File: src/rtl/core/lruc_pkg.sv
// ============================================================================
// lruc_pkg
// Shared types and constants for the lru key-value cache: request and result
// payloads, operation codes and the capacity register format.
// ============================================================================
package lruc_pkg;

    localparam int KEY_W   = 32;
    localparam int VALUE_W = 32;
    localparam int CAP_W   = 5;

    localparam logic [CAP_W-1:0] CAP_RESET = 5'd16;

    localparam logic OP_GET = 1'b0;
    localparam logic OP_PUT = 1'b1;

    typedef struct packed {
        logic               operation;
        logic [KEY_W-1:0]   key;
        logic [VALUE_W-1:0] value;
    } lruc_req_t;

    typedef struct packed {
        logic               found;
        logic [VALUE_W-1:0] value_out;
        logic               evicted;
        logic [KEY_W-1:0]   evicted_key;
    } lruc_rsp_t;

endpackage

File: src/rtl/core/lru_key_value_cache_unit.sv
// ============================================================================
// lru_key_value_cache_unit
// Fully associative key-value cache with least-recently-used replacement.
// ============================================================================
// A request transfers on a rising edge with start high and busy low. A get
// returns the stored value on a hit and refreshes the entry; a put updates a
// present key or inserts a new one, evicting the least recent entry once the
// number of entries in use reaches the capacity, clamped to 1..ENTRIES.
// Keys and values sit in two single-port synchronous memories; valid bits
// and recency ranks sit in flops. Each request sweeps the key memory one
// entry per cycle, then drains the read pipeline and commits the writes and
// rank updates; busy is high from the scan through the commit state, and
// the next request can transfer only once it falls. done is registered from
// the commit state and stays high for exactly one cycle, so the result
// transfers on the same edge as the earliest next request; the receiver has
// no way to stall it. The user must see that the capacity register is
// written with cfg_wr_en only while no request is in flight; the block does
// not enforce this itself. Reset empties the cache at once (valid bits
// cleared) and sets the capacity to 16; the memories themselves are not
// cleared.
// ============================================================================
module lru_key_value_cache_unit #(
    parameter int ENTRIES = 16
) (
    input  logic                       clk,
    input  logic                       rst_n,
    input  logic                       start,
    output logic                       busy,
    input  lruc_pkg::lruc_req_t        request,
    output logic                       done,
    output lruc_pkg::lruc_rsp_t        result,
    input  logic                       cfg_wr_en,
    input  logic [lruc_pkg::CAP_W-1:0] cfg_wr_data
);
    import lruc_pkg::*;

    localparam int IDX_W = $clog2(ENTRIES);
    localparam int OCC_W = $clog2(ENTRIES + 1);
    localparam int CMP_W = (OCC_W > CAP_W) ? OCC_W : CAP_W;

    localparam logic [IDX_W-1:0] LAST_IDX  = IDX_W'(ENTRIES - 1);
    localparam logic [CMP_W-1:0] ENTRIES_C = CMP_W'(ENTRIES);

    localparam logic [1:0] ST_IDLE   = 2'd0;
    localparam logic [1:0] ST_SCAN   = 2'd1;
    localparam logic [1:0] ST_DRAIN  = 2'd2;
    localparam logic [1:0] ST_COMMIT = 2'd3;

    // storage
    logic [KEY_W-1:0]   key_mem [ENTRIES];
    logic [VALUE_W-1:0] val_mem [ENTRIES];
    logic [KEY_W-1:0]   rd_key;
    logic [VALUE_W-1:0] rd_val;

    logic [ENTRIES-1:0] valid_reg, valid_next;
    logic [IDX_W-1:0]   rank_reg [ENTRIES];
    logic [IDX_W-1:0]   rank_next [ENTRIES];
    logic [OCC_W-1:0]   occ_reg, occ_next;
    logic [CAP_W-1:0]   cap_reg, cap_next;

    // control
    logic [1:0]       state_reg, state_next;
    logic [IDX_W-1:0] addr_reg, addr_next;
    logic             rd_vld_reg, rd_vld_next;
    logic [IDX_W-1:0] rd_idx_reg, rd_idx_next;
    logic             done_reg, done_next;

    // request held for the sweep
    logic               op_reg, op_next;
    logic [KEY_W-1:0]   key_reg, key_next;
    logic [VALUE_W-1:0] val_reg, val_next;

    // sweep results
    logic               hit_reg, hit_next;
    logic [IDX_W-1:0]   hit_slot_reg, hit_slot_next;
    logic [IDX_W-1:0]   hit_rank_reg, hit_rank_next;
    logic [VALUE_W-1:0] hit_val_reg, hit_val_next;
    logic [IDX_W-1:0]   lru_slot_reg, lru_slot_next;
    logic [KEY_W-1:0]   lru_key_reg, lru_key_next;
    logic               free_found_reg, free_found_next;
    logic [IDX_W-1:0]   free_slot_reg, free_slot_next;

    lruc_rsp_t result_reg, result_next;

    logic             accept;
    logic             ent_valid;
    logic [IDX_W-1:0] ent_rank;
    logic             match_w;
    logic             lru_w;
    logic             free_w;
    logic             commit;
    logic             is_put;
    logic             ins;
    logic             full;
    logic             evict;
    logic [CMP_W-1:0] cap_eff;
    logic [IDX_W-1:0] tgt_slot;
    logic             key_we;
    logic             val_we;

    assign busy   = (state_reg != ST_IDLE);
    assign done   = done_reg;
    assign result = result_reg;
    assign accept = start && !busy;
    assign commit = (state_reg == ST_COMMIT);

    // entry arriving from the memories this cycle
    assign ent_valid = valid_reg[rd_idx_reg];
    assign ent_rank  = rank_reg[rd_idx_reg];
    assign match_w   = rd_vld_reg && ent_valid && (rd_key == key_reg);
    assign lru_w     = rd_vld_reg && ent_valid
                       && ((OCC_W'(ent_rank) + OCC_W'(1)) == occ_reg);
    assign free_w    = rd_vld_reg && !ent_valid && !free_found_reg;

    // commit decisions
    always_comb
    begin
        cap_eff = CMP_W'(cap_reg);
        if (cap_reg == '0)
        begin
            cap_eff = CMP_W'(1);
        end
        else if (cap_eff > ENTRIES_C)
        begin
            cap_eff = ENTRIES_C;
        end
    end

    assign is_put = (op_reg == OP_PUT);
    assign ins    = is_put && !hit_reg;
    assign full   = (CMP_W'(occ_reg) >= cap_eff);
    assign evict  = ins && full;

    always_comb
    begin
        if (hit_reg)
        begin
            tgt_slot = hit_slot_reg;
        end
        else if (full)
        begin
            tgt_slot = lru_slot_reg;
        end
        else
        begin
            tgt_slot = free_slot_reg;
        end
    end

    assign key_we = commit && ins;
    assign val_we = commit && is_put;

    // key and value memories
    always_ff @(posedge clk)
    begin
        if (key_we)
        begin
            key_mem[tgt_slot] <= key_reg;
        end
        else
        begin
            rd_key <= key_mem[addr_reg];
        end
        if (val_we)
        begin
            val_mem[tgt_slot] <= val_reg;
        end
        else
        begin
            rd_val <= val_mem[addr_reg];
        end
    end

    // sequencer and sweep capture
    always_comb
    begin
        state_next      = state_reg;
        addr_next       = addr_reg;
        rd_vld_next     = (state_reg == ST_SCAN);
        rd_idx_next     = addr_reg;
        done_next       = commit;
        op_next         = op_reg;
        key_next        = key_reg;
        val_next        = val_reg;
        hit_next        = hit_reg;
        hit_slot_next   = hit_slot_reg;
        hit_rank_next   = hit_rank_reg;
        hit_val_next    = hit_val_reg;
        lru_slot_next   = lru_slot_reg;
        lru_key_next    = lru_key_reg;
        free_found_next = free_found_reg;
        free_slot_next  = free_slot_reg;

        case (state_reg)
            ST_IDLE:
            begin
                if (accept)
                begin
                    state_next      = ST_SCAN;
                    addr_next       = '0;
                    op_next         = request.operation;
                    key_next        = request.key;
                    val_next        = request.value;
                    hit_next        = 1'b0;
                    free_found_next = 1'b0;
                end
            end
            ST_SCAN:
            begin
                if (addr_reg == LAST_IDX)
                begin
                    state_next = ST_DRAIN;
                end
                else
                begin
                    addr_next = addr_reg + IDX_W'(1);
                end
            end
            ST_DRAIN:
            begin
                state_next = ST_COMMIT;
            end
            ST_COMMIT:
            begin
                state_next = ST_IDLE;
            end
            default:
            begin
                state_next = ST_IDLE;
            end
        endcase

        if (match_w)
        begin
            hit_next      = 1'b1;
            hit_slot_next = rd_idx_reg;
            hit_rank_next = ent_rank;
            hit_val_next  = rd_val;
        end
        if (lru_w)
        begin
            lru_slot_next = rd_idx_reg;
            lru_key_next  = rd_key;
        end
        if (free_w)
        begin
            free_found_next = 1'b1;
            free_slot_next  = rd_idx_reg;
        end
    end

    // recency, occupancy and capacity
    always_comb
    begin
        valid_next = valid_reg;
        occ_next   = occ_reg;
        cap_next   = cfg_wr_en ? cfg_wr_data : cap_reg;
        for (int i = 0; i < ENTRIES; i++)
        begin
            rank_next[i] = rank_reg[i];
            if (commit && (hit_reg || ins))
            begin
                if (IDX_W'(i) == tgt_slot)
                begin
                    rank_next[i] = '0;
                end
                else if (valid_reg[i] && (ins || (rank_reg[i] < hit_rank_reg)))
                begin
                    // entries more recent than the touched one age by one
                    rank_next[i] = rank_reg[i] + IDX_W'(1);
                end
            end
        end
        if (commit && ins)
        begin
            valid_next[tgt_slot] = 1'b1;
            if (!full)
            begin
                occ_next = occ_reg + OCC_W'(1);
            end
        end
    end

    always_comb
    begin
        result_next             = result_reg;
        if (commit)
        begin
            result_next.found       = hit_reg;
            result_next.value_out   = (!is_put && hit_reg) ? hit_val_reg : '0;
            result_next.evicted     = evict;
            result_next.evicted_key = evict ? lru_key_reg : '0;
        end
    end

    always_ff @(posedge clk or negedge rst_n)
    begin
        if (!rst_n)
        begin
            state_reg      <= ST_IDLE;
            addr_reg       <= '0;
            rd_vld_reg     <= 1'b0;
            done_reg       <= 1'b0;
            hit_reg        <= 1'b0;
            free_found_reg <= 1'b0;
            valid_reg      <= '0;
            occ_reg        <= '0;
            cap_reg        <= CAP_RESET;
            for (int i = 0; i < ENTRIES; i++)
            begin
                rank_reg[i] <= '0;
            end
        end
        else
        begin
            state_reg      <= state_next;
            addr_reg       <= addr_next;
            rd_vld_reg     <= rd_vld_next;
            done_reg       <= done_next;
            hit_reg        <= hit_next;
            free_found_reg <= free_found_next;
            valid_reg      <= valid_next;
            occ_reg        <= occ_next;
            cap_reg        <= cap_next;
            for (int i = 0; i < ENTRIES; i++)
            begin
                rank_reg[i] <= rank_next[i];
            end
        end
    end

    always_ff @(posedge clk)
    begin
        rd_idx_reg    <= rd_idx_next;
        op_reg        <= op_next;
        key_reg       <= key_next;
        val_reg       <= val_next;
        hit_slot_reg  <= hit_slot_next;
        hit_rank_reg  <= hit_rank_next;
        hit_val_reg   <= hit_val_next;
        lru_slot_reg  <= lru_slot_next;
        lru_key_reg   <= lru_key_next;
        free_slot_reg <= free_slot_next;
        result_reg    <= result_next;
    end

    // checks
    a_occ_tracks_valid: assert property (@(posedge clk) disable iff (!rst_n)
        $countones(valid_reg) == int'(occ_reg))
        else $error("occupancy differs from number of valid entries");

    a_single_match: assert property (@(posedge clk) disable iff (!rst_n)
        match_w |-> !hit_reg)
        else $error("key stored in more than one entry");

    a_done_after_commit: assert property (@(posedge clk) disable iff (!rst_n)
        done |-> $past(state_reg) == ST_COMMIT)
        else $error("result strobe without a commit cycle");

    a_busy_ends_with_result: assert property (@(posedge clk) disable iff (!rst_n)
        $fell(busy) |-> done)
        else $error("request finished without a result transfer");

    a_evict_only_put_miss: assert property (@(posedge clk) disable iff (!rst_n)
        done && result.evicted |-> !result.found && $past(op_reg) == OP_PUT)
        else $error("eviction reported outside a put miss");

endmodule

File: config.mk
export PLATFORM = sky130hd
export DESIGN_NAME = lru_key_value_cache_unit
export DESIGN_NICKNAME = d
export VERILOG_FILES = /design/src/rtl/core/lruc_pkg.sv /design/src/rtl/core/lru_key_value_cache_unit.sv
export SDC_FILE = /design/constraint.sdc
export NUM_CORES = 1
export LEC_CHECK = 0
export BUFFER_PORTS_ARGS = -buffer_cell sky130_fd_sc_hd__buf_4
export CORE_UTILIZATION = 45
export DETAILED_ROUTE_END_ITERATION = 12
export GPL_TIMING_DRIVEN = 1
export HOLD_SLACK_MARGIN = 0.1
export PLACE_DENSITY_LB_ADDON = 0.12
export SLEW_MARGIN = 10
export SYNTH_ARGS = -nofsm -noshare
export SYNTH_HDL_FRONTEND = slang
export SYNTH_SLANG_ARGS = --single-unit
File: constraint.sdc
create_clock -name clk -period 5.9 [get_ports clk]
set_input_delay 1.18 -clock clk [delete_from_list [all_inputs] [get_ports clk]]
set_output_delay 1.18 -clock clk [all_outputs]
set_load 0.02 [all_outputs]
==> results of run 1 <==
[final timing paths]
kind	from	to	slack, ps	cells past startpoint
setup / recovery	cap_reg[1]	val_mem[15][18]	1620	13
hold / removal	rd_val[21]	hit_val_reg[21]	420	0
setup reg to reg	cap_reg[1]	val_mem[15][18]	1620	13
hold reg to reg	rd_val[21]	hit_val_reg[21]	420	0
max in group asynchronous	rst_n	rank_reg[50]	4250	2
min in group asynchronous	rst_n	rank_reg[26]	440	1
[per-layer routing]
| metal | up-vias | wire, um | track usage (%) |
|---|---|---|---|
| met4 | 0 | 2530 | 5.74 |
| met2 | 890 | 64100 | 34.2 |
| met1 | 14988 | 61000 | 32.1 |
| met3 | 172 | 8540 | 3.99 |
| li1 | 12560 | - | - |
| met5 | - | 0 | 0 |
[stage by stage]
step                instances  setup WS [ps]  total power [mW]  hold WS [ps]
CTS                      4986           1580              31.0           418
global placement         4717           1630              21.5           402
floorplan                3021           4.38              18.5           369
global route             4991           1390              32.1           426
detailed placement       4717           1610              21.7           407
finish                   4991           1620              30.8           418
[Yosys cell counts (11+ instances only)]
master	number	area, sq um
sky130_fd_sc_hd__a21o_1	38	285
sky130_fd_sc_hd__mux4_2	149	3360
sky130_fd_sc_hd__mux2i_1	208	2080
sky130_fd_sc_hd__a211oi_1	11	82.6
sky130_fd_sc_hd__a221oi_1	64	561
sky130_fd_sc_hd__nand2_1	102	383
sky130_fd_sc_hd__a21oi_1	81	405
sky130_fd_sc_hd__and2_1	37	231
sky130_fd_sc_hd__nor2_1	90	338
sky130_fd_sc_hd__nor3_1	21	105
sky130_fd_sc_hd__xnor2_1	14	123
sky130_fd_sc_hd__o211ai_1	24	180
sky130_fd_sc_hd__edfxtp_1	1299	39000
sky130_fd_sc_hd__o21ai_0	152	761
sky130_fd_sc_hd__clkbuf_1	90	338
sky130_fd_sc_hd__a22oi_1	64	480
sky130_fd_sc_hd__xor2_1	72	631
sky130_fd_sc_hd__buf_2	30	150
sky130_fd_sc_hd__or2_1	13	81.3
sky130_fd_sc_hd__ha_1	77	963
sky130_fd_sc_hd__buf_1	14	52.6
sky130_fd_sc_hd__mux2_2	73	822
sky130_fd_sc_hd__nand4_1	12	75.1
sky130_fd_sc_hd__inv_1	17	63.8
sky130_fd_sc_hd__and3_1	44	275
sky130_fd_sc_hd__dfrtp_1	99	2480
sky130_fd_sc_hd__nand2b_1	34	213
[area by class of cell]
cell class	instances	area share, %
Tap cell	1625	3.19
Sequential cell	1403	65.4
Multi-Input combinational cell	1462	20.9
Clock buffer	183	6.31
Inverter	18	0.110
Clock inverter	86	1.35
Timing Repair Buffer	214	2.72
[power groups by stage]
stage                     Combinational (mW)  Clock, mW  Sequential [mW]
final                                   7.68       9.34             13.7
after CTS                               7.77       9.53             13.8
after detailed placement                7.75          0             14.0
after global placement                  7.64          0             13.9
after global routing                    8.32       9.89             13.9
after floorplan                         5.12          0             13.4
[cell families (layout without fill, tap and decap cells)]
logic type,count (synthesis),after routing
multiplexers,431,431
adder cells (fa/ha/maj),77,77
AO/OA/AOI/OAI,479,479
XOR/XNOR,86,86
AND/OR/NAND/NOR,389,389
buffers and inverters,156,501
flip-flops,1403,1403
==> key figures, run 1 <==
Run status
  – Run status: finished clean

Detailed routing
  – Drt wl/cell: 27.3 um
  – Routed WL: 136000 um
  – Via-to-Cell Ratio: 5.73
  – Final routed DRC violation total: 0
  – Detailed-route via count: 28610
  – Initial DRC count: 2465
  – Antenna-violating nets left: 0
  – First-pass detailed-route iteration total: 6

Pwr
  – Combinational Power Share: 25.0%
  – Net load switching power: 9.71 mW
  – Power Dens Cells: 483 nW/um^2
  – Worst vdd ir: 0.000340 V
  – Share of power burned in the clock network: 30.4%
  – Share of total power consumed by net switching: 31.6%
  – Share of total power in sequential cells: 44.7%
  – Leakage power figure: 22.2 nW
  – Internal power contribution: 21.0 mW

Run
  – Max-capacitance violation count: 0

Synth
  – Library cells used by synthesis: 59
  – Share of synthesized area spent on multiplexers: 11.4%
  – Count of state elements after synthesis: 1403
  – Number of instances in the synthesized netlist: 3021
  – Share of synthesized flip-flops with an asynchronous set or reset: 7.13%
  – Post-synthesis instance area: 55300 sq um
  – Net count of the mapped netlist: 3172
  – Main synth FF type: sky130_fd_sc_hd__edfxtp_1
  – Syn. warnings: 0
  – Post-synthesis simple-gate area fraction: 3.51%
  – Combinational family with the most area after synthesis: multiplexers
  – Avg Inst Size Synth: 18.3 sq um
  – Number of enable flip-flop cells after synthesis: 1299
  – Xor-xnor portion of the synthesized cell area: 1.36%
  – Share of synthesized cell area in full adder, half adder and majority cells: 1.74%
  – Sequential-to-total area share from yosys stat: 75.3%
  – Fraction of the mapped netlist area in compound gates: 5.59%

Cells and area
  – Layout cell share with drive strength beyond 1: 21.1%
  – Footprint of the multi-input gates: 13300 sq um
  – Final design utilization: 52.3%
  – Total area of sequential cells: 41600 sq um
  – Number of filler cells placed in the layout: 9702
  – Leading cell type in the layout, fill and taps excluded: sky130_fd_sc_hd__edfxtp_1
  – Nets: 3400
  – Area delta synth->final: 15.2%
  – Finished Cell Area: 63700 sq um
  – Leading cell types in the layout, fill and taps excluded: sky130_fd_sc_hd__edfxtp_1 (1299), sky130_fd_sc_hd__mux2i_1 (208), sky130_fd_sc_hd__buf_4 (205), sky130_fd_sc_hd__clkbuf_16 (156), sky130_fd_sc_hd__o21ai_0 (152)
  – Number of antenna repair diodes: 0

Critical path
  – Crit path max-delay cell type: sky130_fd_sc_hd__nor2_4
  – Cell-by-cell trace of the critical path: nor3_1 -> nor2_1 -> nor2_1 -> ha_1 -> nor2b_1 -> o21ai_1 -> a21o_1 -> buf_4 -> mux2i_1 -> o21ai_1 -> buf_4 -> or2_2 -> nor2_4
  – Kind of cell with the highest combined delay on the critical path: simple AND/OR/NAND/NOR gates
  – Bufs and invs on worst path: 2
  – Critical Path Source Type: flop
  – Required time at the worst-slack endpoint: 6270 ps
  – Crit path max fanout: 37
  – Delay of the slowest cell on the worst path: 910 ps
  – CP arrival: 4650 ps
  – Worst Setup Path Type: reg -> reg
  – CP Capture Type: flop

Timing
  – Number of hold violations in the final report: 0
  – Worst Clk Skew: 23.4 ps
  – Setup repair after global routing missed its margin: false
  – Worst-margin pin slew: 1200 ps
  – Fmax: 233 MHz
  – Worst relative slew slack: 19.6%
  – Fin Setup TNS: 0 ps
  – Time the final worst path needs with I/O delays and setup: 4280 ps
  – Total setup violations reported at the end of the flow: 0
  – Final period util: 72.6%
  – Final count of pins violating max slew: 0

Place
  – HPWL Detailed: 82400 um
  – RD Place Congestion: 0.839
  – Post-detailed-placement cell area: 58700 sq um
  – Port Buffer Count: 141

Clock tree
  – Clock slew at reported path FFs: 60 ps
  – Clock insertion delay at the later pin of the skew report: 770 ps
  – CTS Buf Count: 150
  – Post-CTS Setup Repair Bufs: 0
  – Maximum buffer depth of the clock tree: 3
  – TritonCTS Sinks: 1403
  – Hold buffer count at CTS: 0
  – Clk root buf: sky130_fd_sc_hd__clkbuf_16
  – Clock tree from TritonCTS: done
  – Post-cts gate resize count: 0
  – Htree depth: 4

Floorplanning
  – Die Y: 352 um
  – I/O pin count: 142
  – Initial Utilization: 45.4%
  – Core ar.: 122000 sq um
  – Number of cell rows: 128
  – Die Span X: 352 um
  – Floorplan die area: 124000 sq um

GRT
  – GR Util All Layers: 22.0%
  – Vias in the first global route: 29130
  – First-pass GRT wire length: 200000 um
  – Antenna violations before repair: 3
  – GR Overflow Total: 0
  – Maximum number of pins on one net before global-route repair: 122

Hold path
  – Worst min path class: reg -> reg
No activity file was read; power rests on OpenSTA's default activity.
==> run 2, diff against run 1 <==
==> constraint.sdc (replaced) <==
create_clock -name clk -period 3.5 [get_ports clk]
set_input_delay 0.7 -clock clk [delete_from_list [all_inputs] [get_ports clk]]
set_output_delay 0.7 -clock clk [all_outputs]
set_load 0.02 [all_outputs]
==> run 2 against run 1 <==
  * Clock skew grew 10 ps
  * Power up 71%
  * Combinational power up 84%
  * Worst setup slack got worse by 1500 ps
  * Highest routed layer is now met5
  * Clock power increased by 67%
  * Critical path type unchanged
==> key figures, run 2 (same netlist as run 1, synthesis figures left out) <==
Run status
  – Run status: finished clean

Timing
  – Time the final worst path needs with I/O delays and setup: 3340 ps
  – Worst-margin pin slew: 974 ps
  – Fin Setup TNS: 0 ps
  – Final count of pins violating max slew: 0
  – Total setup violations reported at the end of the flow: 0
  – Setup repair after global routing missed its margin: false
  – Worst Hold Margin: 197 ps
  – Final period util: 95.3%
  – Worst Clk Skew: 33.5 ps
  – Fmax: 300 MHz
  – Worst relative slew slack: 35.0%
  – Number of hold violations in the final report: 0

Cells and area
  – Leading cell types in the layout, fill and taps excluded: sky130_fd_sc_hd__edfxtp_1 (1299), sky130_fd_sc_hd__buf_4 (235), sky130_fd_sc_hd__mux2i_1 (207), sky130_fd_sc_hd__o21ai_0 (152), sky130_fd_sc_hd__clkbuf_16 (152)
  – Final design utilization: 54.0%
  – Layout cell share with drive strength beyond 1: 22.6%
  – Nets: 3557
  – Area delta synth->final: 18.9%
  – Leading cell type in the layout, fill and taps excluded: sky130_fd_sc_hd__edfxtp_1

Detailed routing
  – Detailed-route via count: 29489
  – Initial DRC count: 2768
  – First-pass detailed-route iteration total: 5
  – Final routed DRC violation total: 0
  – Via-to-Cell Ratio: 5.73
  – Routed WL: 139000 um
  – Drt wl/cell: 27.0 um
  – Antenna-violating nets left: 0

Clock tree
  – Clock insertion delay at the later pin of the skew report: 800 ps
  – Clk root buf: sky130_fd_sc_hd__clkbuf_16
  – Htree depth: 4
  – CTS Buf Count: 149
  – TritonCTS Sinks: 1403
  – Maximum buffer depth of the clock tree: 3
  – Clock slew at reported path FFs: 60 ps
  – Clock tree from TritonCTS: done

Floorplanning
  – Die Span X: 352 um
  – Floorplan die area: 124000 sq um
  – Core ar.: 122000 sq um
  – Die Y: 352 um
  – Initial Utilization: 45.4%
  – Number of cell rows: 128
  – I/O pin count: 142

Pwr
  – Leakage power figure: 23.1 nW
  – Share of total power consumed by net switching: 31.7%
  – Share of power burned in the clock network: 29.7%
  – Worst vdd ir: 0.000586 V
  – Combinational Power Share: 26.8%
  – Net load switching power: 16.6 mW
  – Share of total power in sequential cells: 43.5%
  – Internal power contribution: 35.8 mW
  – Power Dens Cells: 799 nW/um^2

Critical path
  – Required time at the worst-slack endpoint: 3970 ps
  – CP Capture Type: flop
  – Critical Path Source Type: flop
  – CP arrival: 3810 ps
  – Worst Setup Path Type: reg -> reg
  – Crit path max fanout: 18

Run
  – Max-capacitance violation count: 0

GRT
  – GR Util All Layers: 22.5%
  – Vias in the first global route: 30316
  – Maximum number of pins on one net before global-route repair: 79
  – First-pass GRT wire length: 204000 um
  – Antenna violations before repair: 6
  – GR Overflow Total: 0

Place
  – HPWL Detailed: 84400 um
  – Port Buffer Count: 141
  – RD Place Congestion: 0.850

Hold path
  – Worst min path class: in -> reg
## run 2: worst max-delay path, cell delays in order, from the launching register on
cell and delay [ps]:
sky130_fd_sc_hd__dfxtp_2 360, sky130_fd_sc_hd__buf_12 140, sky130_fd_sc_hd__mux4_2 520, sky130_fd_sc_hd__mux4_2 560, sky130_fd_sc_hd__ha_4 200, sky130_fd_sc_hd__xor2_1 170, sky130_fd_sc_hd__and2_1 170, sky130_fd_sc_hd__nand3_1 80
sky130_fd_sc_hd__mux2_4 290, sky130_fd_sc_hd__nor3_4 150, sky130_fd_sc_hd__buf_12 170, sky130_fd_sc_hd__buf_16 190
## run 2: path summary, 6_finish.rpt
check,endpoint,start,slack [ps],depth (start not counted)
min,key_reg[25],request[57],200,1
max in group asynchronous,rank_reg[9],rst_n,2110,4
max,lru_key_reg[1],rd_idx_reg[0],160,11
max reg2reg,lru_key_reg[1],rd_idx_reg[0],160,11
min in group asynchronous,rank_reg[19],rst_n,460,2
min reg2reg,hit_val_reg[22],rd_val[22],420,0
## run 2: power groups by stage
stage / Clock [mW] / Sequential, mW / Combinational (mW)
after floorplan: 0 / 22.6 / 8.76
after global placement: 0 / 23.1 / 13.8
after detailed placement: 0 / 23.2 / 14.0
after CTS: 15.9 / 22.8 / 14.2
after global routing: 16.5 / 23.0 / 15.1
final: 15.6 / 22.8 / 14.1
## run 2: metal layers
| layer | vias to the layer above | global-route usage [%] | wire length, um |
|---|---|---|---|
| li1 | 12888 | - | - |
| met1 | 15475 | 32.5 | 62200 |
| met2 | 917 | 34.7 | 64700 |
| met3 | 205 | 4.17 | 8340 |
| met4 | 4 | 6.75 | 3450 |
| met5 | - | 0 | 22 |
## run 2: layout make-up
type / count / area (sq um)
clock inverter: 81 / 912
inverter: 18 / 70.1
fill: 9469 / 56000
clock buffer: 181 / 3890
tap: 1625 / 2030
sequential: 1403 / 41600
multi-input combinational: 1462 / 13400
timing repair buffer: 372 / 3810
antenna: 1 / 2.50
## run 2: metrics by stage
| stage | total power [mW] | cells | instance area, sq um | setup slack, ps |
|---|---|---|---|---|
| floorplan | 31.3 | 3021 | 55400 | -1130 |
| global placement | 36.9 | 4805 | 60100 | 95.0 |
| detailed placement | 37.2 | 4805 | 60100 | 135 |
| CTS | 52.9 | 5137 | 65600 | 84.4 |
| global route | 54.7 | 5142 | 65700 | 0.324 |
| finish | 52.5 | 5143 | 65700 | 165 |
## run 2: what timing repair did
action	4_1_cts	5_1_grt
gates resized for setup	0	4
buffers inserted	0	1
endpoints found under the setup margin	0	87
hold endpoints to repair	69	36
hold buffers	70	1
